File: src/rtl/crc64_pkg.sv
package crc64_pkg;

    localparam int CRC_W          = 64;
    localparam int BYTES_PER_ITEM = 8;
    localparam int TBL_DEPTH      = 8 * BYTES_PER_ITEM;
    localparam int IDX_W          = $clog2(TBL_DEPTH);
    localparam int SH_W           = $clog2(CRC_W + 1);
    localparam int CNT_W          = 4;
    localparam int ADDR_W         = 4;

    localparam logic [CRC_W-1:0] POLY_RESET = 64'h42F0_E1EB_A9EA_3693;
    localparam logic [CRC_W-1:0] SEED_RESET = 64'h0;

    // register index, taken from paddr[3]
    typedef enum logic
    {
        REG_POLY = 1'b0,
        REG_SEED = 1'b1
    } reg_idx_t;

    // reduction rows: row j holds x^(64+j) mod P
    typedef logic [TBL_DEPTH-1:0][CRC_W-1:0] rtab_t;

    // one msb-first shift of the lfsr
    function automatic logic [CRC_W-1:0] crc_step(
        input logic [CRC_W-1:0] cur,
        input logic [CRC_W-1:0] poly
    );
        crc_step = {cur[CRC_W-2:0], 1'b0} ^ (cur[CRC_W-1] ? poly : '0);
    endfunction

endpackage

File: src/rtl/crc64_merge.sv
module crc64_merge
(
    input  logic [crc64_pkg::CRC_W-1:0]                           low,
    input  logic [crc64_pkg::BYTES_PER_ITEM-1:0][crc64_pkg::CRC_W-1:0] parts,
    output logic [crc64_pkg::CRC_W-1:0]                           crc_out
);

    always_comb
    begin
        crc_out = low;
        for (int k = 0; k < crc64_pkg::BYTES_PER_ITEM; k++)
        begin
            crc_out = crc_out ^ parts[k];
        end
    end

endmodule

File: config.mk
export PLATFORM = sky130hd
export DESIGN_NAME = crc64_merge
export DESIGN_NICKNAME = d
export VERILOG_FILES = /design/src/rtl/crc64_pkg.sv /design/src/rtl/crc64_merge.sv
export SDC_FILE = /design/constraint.sdc
export NUM_CORES = 1
export LEC_CHECK = 0
export ABC_AREA = 1
export BUFFER_PORTS_ARGS = -buffer_cell sky130_fd_sc_hd__buf_4
export CORE_AREA = 5 5 249 251
export DETAILED_ROUTE_END_ITERATION = 7
export DIE_AREA = 0 0 254 256
export PLACE_DENSITY = 0.42
export SLEW_MARGIN = 20
export SYNTH_ARGS = -nofsm -noshare
export SYNTH_HDL_FRONTEND = slang
export SYNTH_SLANG_ARGS = --single-unit
File: constraint.sdc
create_clock -name vclk -period 0.9
set_input_delay 0 -clock vclk [all_inputs]
set_output_delay 0 -clock vclk [all_outputs]
set_load 0.03 [all_outputs]
==> impl_metrics.csv, run 1 <==
group,metric,value,unit
outcome,status,"finished with violations",
outcome,violations,"negative setup slack",
critical_path,timing.critical_path.buf_inv,4,
critical_path,cpMostUsedCell,"nand2_1",
critical_path,slowest_stage,"buf_6",
sta,layout_min_cycle_time,905.3,ps
critical_path,crit_path_max_fanout,3,
critical_path,cp_data_required_time,900,ps
critical_path,path_cells,"buf_8, nand2_4, inv_2, nor2_2, buf_6, nand2_4, nand2_2, nand2_2, nand2_1, nand2_1, nand2_1, buf_6",
power,ir_drop,0.3623,mV
critical_path,start_kind,"input port",
synthesis,synth_area,10730,µm²
power,p_per_area,605.4,nW/µm²
critical_path,startpoint,"parts[67]",
sta,finalWorstSetupSlack,-5.347,ps
global_route,grt_busiest_layer,"met2",
routing,routed-via-count,14485,
global_route,grt_max_degree,4,
routing,vias_per_cell,3.766,
sta,post-route-period-util,1.006,
sta,rsz0062_at_grt,"yes",
synthesis,synth_top_area_frac,0.3994,
global_route,met2_usage,0.2461,
sta,worst_pin_slew,196.1,ps
critical_path,path_class,"input port to output pin",
synthesis,syn-num-nets,2988,
critical_path,crit_path_end,"crc_out[3]",
synthesis,synth_cell_types,8,
synthesis,ys_warn_count,0,
placed_design,place_inst,3838,
final_layout,finish.utilization,0.3161,
final_layout,drive_gt1_frac,0.4090,
global_route,antenna_found_initial,3,
critical_path,end_kind,"output pin",
final_layout,design.seq.count,0,
placed_design,place_congestion,0.8122,
final_layout,area_growth_syn_to_layout,75.78,%
global_route,grt_pass1_wl,65.30,mm
routing,wl_per_cell,11.72,µm
global_route,grt_use_met3,0.03323,
critical_path,cpPeakStageDelay,140,ps
sta,maxSlewHeadroom,0.8686,
final_layout,clock_buffers,0,
die,io_pins,640,
critical_path,critPathArrivalTime,910,ps
power,p_leak,0.01237,µW
worst_hold_path,min_path_type,"input port to output pin",
sta,max_clock_freq,1.105,GHz
final_layout,final_area,18870,µm²
sta,slew_viol_final,0,
synthesis,yosysSeqAreaShare,0,
die,die_h,256,µm
final_layout,nets,3639,
synthesis,syn_inst,2412,
die,die_area,65020,µm²
die,fp-row-count,90,
routing,finalWirelength,45.09,mm
routing,drc,0,
global_route,globalRouteTotalUtil,0.1244,
die,design.core.area,59680,µm²
job,cap_violations,0,
critical_path,cp_top_family,"simple AND/OR/NAND/NOR gates",
routing,ant_nets,0,
sta,hold_viol_final,0,
placed_design,portBuffers,640,
global_route,met1_usage,0.1349,
cts,cts_hold_buf,0,
final_layout,stdcell_count,3846,
synthesis,synth_area_leaders,"nand2_1 40%, inv_1 22%, xor2_4 14%",
final_layout,final_cell_mix,"931 x nand2_1, 495 x inv_1, 432 x buf_4",
global_route,grt_pass1_vias,12830,
routing,drt-initial-drc-count,401,
global_route,grt_remaining_overflow,0,
final_layout,final_common_cell,"nand2_1",
die,die_x,254,µm
routing,first_pass_iters,4,
sta,finalSetupViolCount,1,
final_layout,final-seq-area,0,µm²
sta,fin_setup_tns,-5.347,ps
placed_design,hpwlAfterDp,41.73,mm
synthesis,synth_area_leader_cell,"nand2_1",
die,initial_core_util,0.1798,
critical_path,cp.depth,12,
placed_design,place_area,16550,µm²
synthesis,syn_avg_cell_area,4.450,µm²
==> through the flow <==
step                setup slack, ps  hold slack, ps  power (µW)
floorplan                     256.1           269.8        5298
global placement             -161.7           423.9        9880
detailed placement           -133.3           423.0        9883
CTS                          -56.90           422.9       10030
global route                 -101.2           428.2       12670
finish                       -5.347           405.0       11420
==> Yosys cell counts <==
cell / number
inv_1: 630
inv_2: 64
nand2_1: 1142
nand3_1: 246
nand3b_1: 10
nor2_1: 256
xnor2_1: 10
xor2_4: 54
==> repair_timing <==
item / CTS / global route
buffers inserted: 0 / 6
pin swaps: 20 / 472
resized for setup: 34 / 765
setup endpoints to repair: 11 / 63
==> power breakdown <==
part	internal (µW)	leakage (µW)	switching, µW
logic	5330	0.0124	6100
registers	0	0	0
clock network	0.000452	0.0000000190	0
total	5330	0.0124	6100
==> per-layer routing <==
layer | up-vias | wire [µm]
li1 | 8098 | -
met1 | 6035 | 16790
met2 | 332 | 23990
met3 | 20 | 3782
met4 | 0 | 533
met5 | - | 0
==> tightest hold or removal path: cells and delay by family <==
family	cells	cell delay, ps
simple gates	2	100
xor+xnor	1	60
buf+inv	2	240
==> worst min-delay path by stage <==
| stage | depth (start not counted) | endpoint | start |
|---|---|---|---|
| after floorplan | 3 | crc_out[0] | parts[448] |
| after global placement | 5 | crc_out[0] | parts[448] |
| after detailed placement | 5 | crc_out[2] | parts[450] |
| after CTS | 5 | crc_out[2] | parts[450] |
| after global routing | 5 | crc_out[2] | parts[450] |
| final | 5 | crc_out[2] | parts[450] |
==> cell type report <==
type               instances  area [µm²]
inverters                694        2610
fillers                 6884       40820
diodes                     3       7.507
repair buffers           649        5762
multi-input cells       1718        9508
well taps                782       978.4
==> cell families (layout without fill, tap and decap cells) <==
logic type	count (synthesis)	after routing	synth area share
buffers and inverters	694	1343	0.2427
and+or+nand+nor	1654	1654	0.6106
other	0	3	0
xor gates and xnor gates	64	64	0.1467
Note: power is estimated with default switching activity, not from simulation.
==> run 2, diff against run 1 <==
PLACE_DENSITY = unset   (was 0.42)
SETUP_SLACK_MARGIN = 0.02   (was unset)
==> run 2 against run 1 <==
The run still ends with negative setup slack left. Setup slack got worse by 40 ps. Hold slack got worse by 1.3 ps. Global-route usage shrank 1.2 points. Highest routed layer is now met5.
==> impl_metrics.csv, run 2 (synthesized netlist as in run 1, its figures left out) <==
group,metric,value,unit
outcome,status,"finished with violations",
outcome,violations,"negative setup slack",
final_layout,design.seq.count,0,
routing,ant_nets,0,
routing,finalWirelength,42.55,mm
final_layout,multi_input_area,9782,µm²
routing,vias_per_cell,3.843,
sta,hold_viol_final,0,
die,design.core.area,59680,µm²
final_layout,clock_buffers,0,
power,p_per_area,604.9,nW/µm²
sta,finalWorstSetupSlack,-45.04,ps
routing,drt-initial-drc-count,445,
final_layout,nets,3640,
sta,rsz0062_at_grt,"yes",
final_layout,area_growth_syn_to_layout,80.36,%
die,die_x,254,µm
global_route,grt_pass1_vias,12556,
worst_hold_path,hold_depth,5,
sta,finalSetupViolCount,1,
placed_design,dp_slack,-225.9,ps
global_route,met1_usage,0.1230,
placed_design,place_inst,3839,
die,io_pins,640,
die,die_h,256,µm
critical_path,critPathArrivalTime,950,ps
critical_path,path_class,"input port to output pin",
placed_design,hpwlAfterDp,38.18,mm
final_layout,final_cell_mix,"902 x nand2_1, 487 x inv_1, 392 x buf_4",
critical_path,cp_data_required_time,900,ps
job,cap_violations,0,
global_route,grt_remaining_overflow,0,
sta,fin_setup_tns,-45.04,ps
power,ir_drop,0.4764,mV
sta,layout_min_cycle_time,945.0,ps
final_layout,finish.utilization,0.3243,
power,finalPower,11710,µW
die,die_area,65020,µm²
final_layout,final-seq-area,0,µm²
global_route,met2_usage,0.2250,
sta,post-route-period-util,1.050,
final_layout,nFillCells,6657,
sta,max_clock_freq,1.058,GHz
power,p_leak,0.01252,µW
global_route,grt_use_met3,0.02703,
global_route,globalRouteTotalUtil,0.1124,
die,initial_core_util,0.1798,
routing,first_pass_iters,4,
critical_path,start_kind,"input port",
final_layout,diodes,0,
die,fp-row-count,90,
global_route,grt_max_degree,4,
worst_hold_path,min_path_type,"input port to output pin",
routing,wl_per_cell,11.07,µm
routing,drc,0,
sta,worst_pin_slew,254.4,ps
final_layout,stdcell_count,3844,
global_route,grt_pass1_wl,60.33,mm
global_route,grt_busiest_layer,"met2",
routing,routed-via-count,14771,
critical_path,end_kind,"output pin",
final_layout,final_common_cell,"nand2_1",
critical_path,crit_path_max_fanout,3,
final_layout,drive_gt1_frac,0.4259,
placed_design,portBuffers,640,
sta,slew_viol_final,0,
sta,maxSlewHeadroom,0.8301,
global_route,antenna_found_initial,1,
placed_design,place_congestion,0.8776,
run 2: layout make-up:
cell class,instances,area share
timing repair buffer,650,0.3085
multi-input combinational,1718,0.5053
tap,782,0.05055
inverter,694,0.1356
run 2: worst paths after layout:
path / slack (ps) / startpoint / endpoint
max: -50 / parts[67] / crc_out[3]
min: 400 / parts[500] / crc_out[52]
run 2: repair_timing:
action	4_1_cts	5_1_grt
setup buffers	1	4
gates resized for setup	71	865
pin swaps	49	535
hold buffers	0	0
endpoints found under the setup margin	15	64
run 2: where the power goes:
group | internal [µW] | switching, µW
Combinational | 5480 | 6220
Sequential | 0 | 0
Clock | 0 | 0
run 2: critical path, cell delays in order:
cell and delay (ps):
buf_8 110, nand2_4 70, inv_4 30, nor2_4 70, buf_6 130, nand2_4 50
nand2_1 50, nand2_1 60, nand2_1 60, nand2_1 50, nand2_2 100, buf_8 140
run 2: layer usage:
metal / wire length [µm] / part of all wire
met1: 15780 / 0.37
met2: 22900 / 0.54
met3: 3407 / 0.080
met4: 455 / 0.011
met5: 7 / 0.00016
run 2: stage by stage:
step	area, µm²	hold WS [ps]
floorplan	10730	269.8
finish	19360	403.7
global route	19360	419.4
CTS	16780	419.9
detailed placement	16550	419.8
global placement	16550	415.6
