### src/rtl/crc64_pkg.sv
package crc64_pkg;

    localparam int CRC_W          = 64;
    localparam int BYTES_PER_ITEM = 8;
    localparam int TBL_DEPTH      = 8 * BYTES_PER_ITEM;
    localparam int IDX_W          = $clog2(TBL_DEPTH);
    localparam int SH_W           = $clog2(CRC_W + 1);
    localparam int CNT_W          = 4;
    localparam int ADDR_W         = 4;

    localparam logic [CRC_W-1:0] POLY_RESET = 64'h42F0_E1EB_A9EA_3693;
    localparam logic [CRC_W-1:0] SEED_RESET = 64'h0;

    // register index, taken from paddr[3]
    typedef enum logic
    {
        REG_POLY = 1'b0,
        REG_SEED = 1'b1
    } reg_idx_t;

    // reduction rows: row j holds x^(64+j) mod P
    typedef logic [TBL_DEPTH-1:0][CRC_W-1:0] rtab_t;

    // one msb-first shift of the lfsr
    function automatic logic [CRC_W-1:0] crc_step(
        input logic [CRC_W-1:0] cur,
        input logic [CRC_W-1:0] poly
    );
        crc_step = {cur[CRC_W-2:0], 1'b0} ^ (cur[CRC_W-1] ? poly : '0);
    endfunction

endpackage

### src/rtl/crc64_lane.sv
module crc64_lane
(
    input  logic [7:0]                        hi_byte,
    input  logic [7:0][crc64_pkg::CRC_W-1:0]  rows,
    output logic [crc64_pkg::CRC_W-1:0]       part
);

    // gf(2) product of one overflow byte with its eight reduction rows
    always_comb
    begin
        part = '0;
        for (int b = 0; b < 8; b++)
        begin
            part = part ^ (hi_byte[b] ? rows[b] : '0);
        end
    end

endmodule

### config.mk
export PLATFORM = sky130hd
export DESIGN_NAME = crc64_lane
export DESIGN_NICKNAME = d
export VERILOG_FILES = /design/src/rtl/crc64_pkg.sv /design/src/rtl/crc64_lane.sv
export SDC_FILE = /design/constraint.sdc
export NUM_CORES = 1
export LEC_CHECK = 0
export ABC_AREA = 1
export BUFFER_PORTS_ARGS = -buffer_cell sky130_fd_sc_hd__buf_2
export CORE_AREA = 3 3 226 228
export DETAILED_ROUTE_END_ITERATION = 8
export DIE_AREA = 0 0 229 231
export GPL_ROUTABILITY_DRIVEN = 0
export SYNTH_ARGS = -nofsm -noshare
export SYNTH_HDL_FRONTEND = slang
export SYNTH_SLANG_ARGS = --single-unit
### constraint.sdc
create_clock -name vclk -period 2.5
set_clock_uncertainty 0.15 [all_clocks]
set_input_delay 0.625 -clock vclk [all_inputs]
set_output_delay 0.625 -clock vclk [all_outputs]
set_load 0.02 [all_outputs]
==> metrics.cfg, run 1 <==
[status]
status=finished, violations left
violations=setup timing

[synthesis]
syn-cell-area_um2=10990
ys_top_cells_by_area=nand2_1 (52%), nand3_1 (17%), xnor2_1 (10%)
synth_warnings=0
avgSynthCellArea_um2=4.344
ys_seq_area_share_pct=0
synth.distinct_cells=8
syn_inst=2530
syn_nets=3050
synth_most_common_cell=nand2_1
yosysTopAreaCell=nand2_1
synthDominantCellAreaShare_pct=52.46
synth_commonest_cells=nand2_1 (1,536), nand3_1 (384), inv_1 (256)

[pwr]
power.density_nw_per_um2=227.9
power_mw=4.122
netSwitchingPower_mw=2.293
p_int_mw=1.829
leakage_nw=11.50
pwr-share-clk_pct=0
p_seq_share_pct=0
irDropWorstVdd_mv=0.1358
switching_share_pct=55.63
pwr-share-comb_pct=100.0

[worst_setup_path]
critical_path_depth=11
cp-end-kind=output pin
max_stage_delay_ns=0.14
worst_path_most_repeated_cell=buf_12
worstPathCellList=buf_12 -> buf_12 -> buf_12 -> buf_12 -> nand2_2 -> xnor2_1 -> nand2_1 -> nand2_2 -> nor2_1 -> nor2_2 -> buf_6
crit_buf_inv=5
critPathLaunchType=input port
startpoint=hi_byte[3]
cp.arrival_ns=1.85
path_class=in -> out
cp_slowest_cell=buf_12
crit_family=buffers and inverters
worstPathMaxFanout=6
crit_required_ns=1.73

[sta]
fin_crit_sh_pct=105.0
setup_slack_ns=-0.1250
grt_setup_unrepaired=true
finalSetupTns_ns=-3.957
setup_viol=61
period_minus_slack_ns=2.625
timing.hold.ws_ns=1.687
fmax_mhz=381.0
worst_pin_slew_ns=0.2016
drv_slew=0
hold_viol=0
slew_headroom_pct=86.56

[routing]
antenna_left=0
drc=0
vias=17860
dr.first_iter.drc_count=1152
wl_per_cell_um=16.43
vias_per_cell=4.654
postRouteWirelength_um=63070
dr.pass1.iters=6

[finish]
seq_cells=0
fin_nets=3687
layout.cells.non_filler=3838
num-fill-cells=5560
final_area_um2=18090
final_util_pct=36.87
multi_input_area_um2=10340
syn_to_final_growth_pct=64.56
drive_above_1_share_pct=31.69
nClkBuffers=0
seqCellArea_um2=0

[place]
port_buffers=584
placed_area_um2=15020
hpwl_um=41050
dp.cells=3775
pre_cts_ws_ns=-0.2139

[floorplanning]
dieArea_um2=52900
die_h_um=231
placementRows=81
die_w_um=229
start_util_pct=22.41
core_um2=49050
pin_count=584

[global_route]
overflow=0
grt_max_degree=32
antenna_found_initial=14
track_usage_pct=20.76
first_global_vias=15760
grt_pass1_wl_um=86830

[hold_path]
hold_start=rows[467]
hold_path_class=in -> out
worstHoldPathCells=8

[job]
cap_violations=0

-- logic make-up after synthesis --
kind of cell              share of synthesized area, %
buffers and inverters                            15.48
and+or+nand+nor                                  74.32
xor gates and xnor gates                         10.20
-- cell type report --
cell class / instances / area share (%)
repair buffers: 733 / 32.81
inverters: 256 / 5.313
multi-input cells: 2176 / 57.16
well taps: 664 / 4.594
diodes: 9 / 0.1245
-- path summary, 6_finish.rpt --
| path | end | slack [ns] |
|---|---|---|
| setup / recovery | part[27] | -0.13 |
| hold / removal | part[19] | 1.69 |
-- repair_timing --
action	in CTS	in global routing
gates cloned	28	16
hold buffers	0	0
setup endpoints to repair	64	64
buffers inserted	7	4
pin swaps	62	158
endpoints found under the hold margin	0	0
gates resized for setup	286	246
-- metal layers --
| metal | routed length [um] | global-route usage (%) |
|---|---|---|
| met3 | 5856 | 3.776 |
| met4 | 2321 | 5.176 |
| met2 | 28980 | 36.30 |
| met1 | 25830 | 26.29 |
| met5 | 80 | 0 |
-- tightest hold or removal path: cells and delay by family --
| family | cells | cell delay (ns) |
|---|---|---|
| buf+inv | 2 | 0.24 |
| simple gates | 6 | 0.35 |
-- power by group through the flow --
stage	clock, mW	sequential (mW)	combinational, mW
final	0.000000472	0	4.12
after global routing	0.000000257	0	4.52
after detailed placement	0	0	3.18
after global placement	0	0	3.15
after CTS	0	0	3.76
after floorplan	0	0	2.03
-- cells in the final DEF, fill, tap and decap left out, drive strengths merged --
| master | netlist | final |
|---|---|---|
| inv | 256 | 256 |
| bufbuf | 0 | 1 |
| clkbuf | 0 | 15 |
| nand3 | 384 | 384 |
| nand2 | 1536 | 1536 |
| nor2 | 128 | 128 |
| diode | 0 | 9 |
| xnor2 | 128 | 128 |
| buf | 98 | 717 |
Note: power is estimated with default switching activity, not from simulation.
==> run 2, diff against run 1 <==
--- a/config.mk
+++ b/config.mk
@@ -6,10 +6,10 @@
 export NUM_CORES = 1
 export LEC_CHECK = 0
-export ABC_AREA = 1
 export BUFFER_PORTS_ARGS = -buffer_cell sky130_fd_sc_hd__buf_2
-export CORE_AREA = 3 3 226 228
+export CORE_AREA = 3 3 223 225
 export DETAILED_ROUTE_END_ITERATION = 8
-export DIE_AREA = 0 0 229 231
+export DIE_AREA = 0 0 226 228
 export GPL_ROUTABILITY_DRIVEN = 0
+export SETUP_SLACK_MARGIN = 0.05
 export SYNTH_ARGS = -nofsm -noshare
 export SYNTH_HDL_FRONTEND = slang
==> constraint.sdc (replaced) <==
create_clock -name vclk -period 2.5
set_clock_uncertainty 0.15 [all_clocks]
set_input_delay 0.625 -clock vclk [all_inputs]
set_output_delay 0.625 -clock vclk [all_outputs]
set_load 0.01 [all_outputs]
==> run 2 against run 1 <==
  * The flow still finishes with violations (setup timing)
  * Count of clock-buffer cells in the layout is the same
  * Largest power group unchanged
  * First-iteration DRC count shrank 72%
  * Critical endpoint is now part[43]
  * Routed wire length shrank 28%
  * Cell count shrank 40%
  * Critical path type unchanged
  * Combinational power grew 2%
  * Sequential share of layout area is the same
  * Global-route usage shrank 5.9 points
==> metrics.cfg, run 2 <==
[finish]
final_common_cell=buf_2
nClkBuffers=0
layout_common_cells=buf_2 (574), nand2_1 (365), xnor2_1 (226)
syn_to_final_growth_pct=129.3
num-fill-cells=4981
drive_above_1_share_pct=63.50
layout.cells.non_filler=2321
fin_nets=2226
final_area_um2=14500
seqCellArea_um2=0
seq_cells=0

[hold_path]
hold_path_class=in -> out

[pwr]
power_mw=4.187
irDropWorstVdd_mv=0.1502
leakage_nw=7.133
power.density_nw_per_um2=288.8

[sta]
setup_viol=64
grt_setup_unrepaired=true
slew_headroom_pct=80.94
drv_slew=0
hold_viol=0
worst_pin_slew_ns=0.2838
fmax_mhz=365.1
fin_crit_sh_pct=109.6
period_minus_slack_ns=2.739
finalSetupTns_ns=-5.623
setup_slack_ns=-0.2389

[synthesis]
yosysTopAreaCell=xnor2_1
synth_most_common_cell=nand2_1
ys_top_cells_by_area=xnor2_1 (53%), nand2_1 (30%), xor2_1 (8.9%)
syn_inst=1016
syn-cell-area_um2=6321
synth.distinct_cells=6
synth_commonest_cells=nand2_1 (512), xnor2_1 (384), xor2_1 (64)
synthDominantCellAreaShare_pct=53.21
avgSynthCellArea_um2=6.222
ys_seq_area_share_pct=0
synth_warnings=0
syn_nets=1536

[status]
status=finished, violations left
violations=setup timing

[worst_setup_path]
critPathLaunchType=input port
cp-end-kind=output pin
worstPathMaxFanout=5
worst_path_most_repeated_cell=xnor2_1
max_stage_delay_ns=0.23
worstPathCellList=buf_16 -> buf_12 -> buf_16 -> buf_4 -> nand2_1 -> xnor2_1 -> xnor2_1 -> xnor2_1 -> buf_2
startpoint=hi_byte[3]
crit_required_ns=1.73
cp_slowest_cell=xnor2_1
cp.arrival_ns=1.96
path_class=in -> out
crit_end=part[43]

[job]
cap_violations=0

[place]
placed_area_um2=10550
hpwl_um=29580
port_buffers=584
dp.cells=2254
pre_cts_ws_ns=-0.4783

[routing]
dr.pass1.iters=5
postRouteWirelength_um=45330
dr.first_iter.drc_count=324
vias=9231
wl_per_cell_um=19.53
drc=0
vias_per_cell=3.977
antenna_left=0

[global_route]
first_global_vias=8950
overflow=0
track_usage_pct=14.91
antenna_found_initial=5
grt_max_degree=32
grt_pass1_wl_um=56100

[floorplanning]
placementRows=80
core_um2=47750
die_w_um=226
pin_count=584
dieArea_um2=51530
start_util_pct=13.24
die_h_um=228

[clock_network]
holdBufCountCts=0

run 2: cell types whose count changed after synthesis, moves of 64 or more:
| cell | delta |
|---|---|
| inv_1 | -256 |
| nand2_1 | -1024 |
| nand3_1 | -384 |
| nor2_1 | -128 |
| xnor2_1 | +256 |
| xor2_1 | +64 |
run 2: how the worst min path moves through the flow:
| stage | slack, ns | from | endpoint | depth (start not counted) |
|---|---|---|---|---|
| 2_1_floorplan | 1.48 | rows[128] | part[0] | 4 |
| 3_3_place_gp | 1.68 | rows[161] | part[33] | 6 |
| 3_5_place_dp | 1.69 | rows[161] | part[33] | 6 |
| 4_1_cts | 1.69 | rows[191] | part[63] | 6 |
| 5_1_grt | 1.70 | rows[221] | part[29] | 6 |
| 6_report | 1.67 | rows[221] | part[29] | 6 |
run 2: timing repair:
action	CTS	global route
endpoints found under the hold margin	0	0
buffers inserted	24	12
resized for setup	249	285
cloned	24	8
endpoints found under the setup margin	64	64
pin swaps	134	174
run 2: routing by layer:
| layer | GRT usage, % | wire [um] | share of wire [%] |
|---|---|---|---|
| met1 | 16.87 | 16850 | 37 |
| met2 | 27.81 | 22920 | 51 |
| met3 | 2.083 | 3235 | 7.1 |
| met4 | 5.958 | 2317 | 5.1 |
| met5 | 0 | 11 | 0.024 |
run 2: logic make-up after synthesis:
logic type                synth area share (%)
and+or+nand+nor                          30.40
xor gates and xnor gates                 62.07
buffers and inverters                    7.522
run 2: power by group:
part	switching [mW]	internal (mW)	total, mW	leakage, nW
clock network	0	0.000000107	0.000000107	0.0000127
registers	0	0	0	0
logic	1.97	2.22	4.19	7.13
run 2: final cells by class:
class	count	area (um^2)	area share, %
antenna	2	5.005	0.03453
multi-input combinational	960	8155	56.26
tap	615	769.5	5.309
timing repair buffer	744	5565	38.39
run 2: through the flow:
step / utilization (%) / hold slack, ns
2_1_floorplan: - / 1.478
3_3_place_gp: 22.10 / 1.680
3_5_place_dp: 22.10 / 1.686
4_1_cts: 26.52 / 1.688
5_1_grt: 30.35 / 1.696
6_report: 30.36 / 1.666
run 2: worst max-delay path: cells and delay by family:
family / cells / cell delay, ns
xor gates and xnor gates: 3 / 0.61
buffers and inverters: 5 / 0.65
and+or+nand+nor: 1 / 0.07
==> run 3, diff against run 2 <==
ABC_CLOCK_PERIOD_IN_PS = 2500   (was unset)
TNS_END_PERCENT = 50   (was unset)
==> run 3 against run 2 <==
  * The run still ends with setup timing left
  * Power down 6.3%
  * Flip-flop and latch count unchanged
  * Critical endpoint is now part[27]
  * Cell count down 0.34%
  * Routed wire length down 2.6%
  * Setup slack better by 0.020 ns
  * Core utilization down 2.2 points
  * Non-clock buffer count down 8
  * Combinational power down 6.4%
==> metrics.cfg, run 3 (synthesized netlist as in run 2, its figures left out) <==
[status]
status=finished, violations left
violations=setup timing

[finish]
drive_above_1_share_pct=56.72
fin_nets=2218
nClkBuffers=0
num-fill-cells=5169
layout_common_cells=buf_2 (574), nand2_1 (421), xnor2_1 (270)
seq_cells=0
syn_to_final_growth_pct=112.7
seqCellArea_um2=0
multi_input_area_um2=7298
final_common_cell=buf_2

[place]
port_buffers=584
hpwl_um=29580

[sta]
hold_viol=0
drv_slew=0
slew_headroom_pct=76.94
period_minus_slack_ns=2.719
grt_setup_unrepaired=true
setup_viol=64
timing.hold.ws_ns=1.672
fin_crit_sh_pct=108.8
worst_pin_slew_ns=0.3434
setup_slack_ns=-0.2189
fmax_mhz=367.8

[routing]
dr.pass1.iters=5
vias=9016
wl_per_cell_um=19.08
antenna_left=0
routed.top_layer=met5
postRouteWirelength_um=44140
vias_per_cell=3.898
dr.first_iter.drc_count=336
met2_length_um=22150
routedLengthMet1_um=16620
wl_met3_um=3301
drc=0

[pwr]
power_mw=3.924
pwr-share-comb_pct=100.0
power.density_nw_per_um2=291.8
pwr-share-clk_pct=0
leakage_nw=6.594
irDropWorstVdd_mv=0.1482
p_seq_share_pct=0
switching_share_pct=47.24
p_int_mw=2.070
netSwitchingPower_mw=1.854

[floorplanning]
pin_count=584
die_h_um=228
start_util_pct=13.24
core_um2=47750
placementRows=80
die_w_um=226
dieArea_um2=51530

[worst_setup_path]
startpoint=hi_byte[6]
cp.arrival_ns=1.94
critPathLaunchType=input port
path_class=in -> out
crit_required_ns=1.73
worstPathMaxFanout=7
cp-end-kind=output pin

[global_route]
antenna_found_initial=5
first_global_vias=8862
overflow=0
grt_pass1_wl_um=55120
grt_max_degree=32
track_usage_pct=14.60

[job]
cap_violations=0

[hold_path]
hold_start=rows[221]
hold_path_class=in -> out

[run 3: routing by layer]
metal / up-vias / global-route usage (%)
met1: 4048 / 16.31
met3: 78 / 2.186
met5: - / 0
li1: 4354 / -
met4: 2 / 6.395
met2: 534 / 27.10
[run 3: critical path, stage by stage]
cell and delay [ns]:
buf_16 0.13, buf_12 0.17, buf_12 0.13, nand2_1 0.06, xnor2_1 0.30, xnor2_2 0.20, xnor2_1 0.15, buf_2 0.15
[run 3: cell type report]
type | count | share of cell area [%]
Antenna cell | 2 | 0.03722
Tap cell | 615 | 5.722
Timing Repair Buffer | 736 | 39.97
Multi-Input combinational cell | 960 | 54.27
[run 3: power by group through the flow]
stage	registers (mW)	clock network [mW]	logic, mW
finish	0	0.000000107	3.92
global route	0	0.0000000539	4.19
CTS	0	0	3.68
detailed placement	0	0	3.18
global placement	0	0	3.18
floorplan	0	0	1.80
[run 3: metrics by stage]
| stage | instance area [um^2] | std cells | worst slack [ns] | utilization [%] | setup TNS (ns) |
|---|---|---|---|---|---|
| 4_1_cts | 12370 | 2296 | -0.1656 | 25.91 | -6.573 |
| 5_1_grt | 13450 | 2312 | -0.2596 | 28.16 | -9.835 |
| 3_5_place_dp | 10550 | 2254 | -0.4783 | 22.10 | -11.51 |
| 6_report | 13450 | 2313 | -0.2189 | 28.17 | -5.592 |
| 3_3_place_gp | 10550 | 2254 | -0.4529 | 22.10 | -11.40 |
| 2_1_floorplan | 6321 | 1016 | 0.2183 | - | 0 |
[run 3: path summary, 6_finish.rpt]
path	to	slack [ns]	cells past startpoint
setup / recovery	part[27]	-0.22	8
hold / removal	part[29]	1.67	6
[run 3: repair_timing]
item / 4_1_cts / 5_1_grt
hold buffers: 0 / 0
buffers inserted: 21 / 9
resized for setup: 209 / 148
cloned: 22 / 8
setup endpoints to repair: 64 / 64
pin swaps: 115 / 99
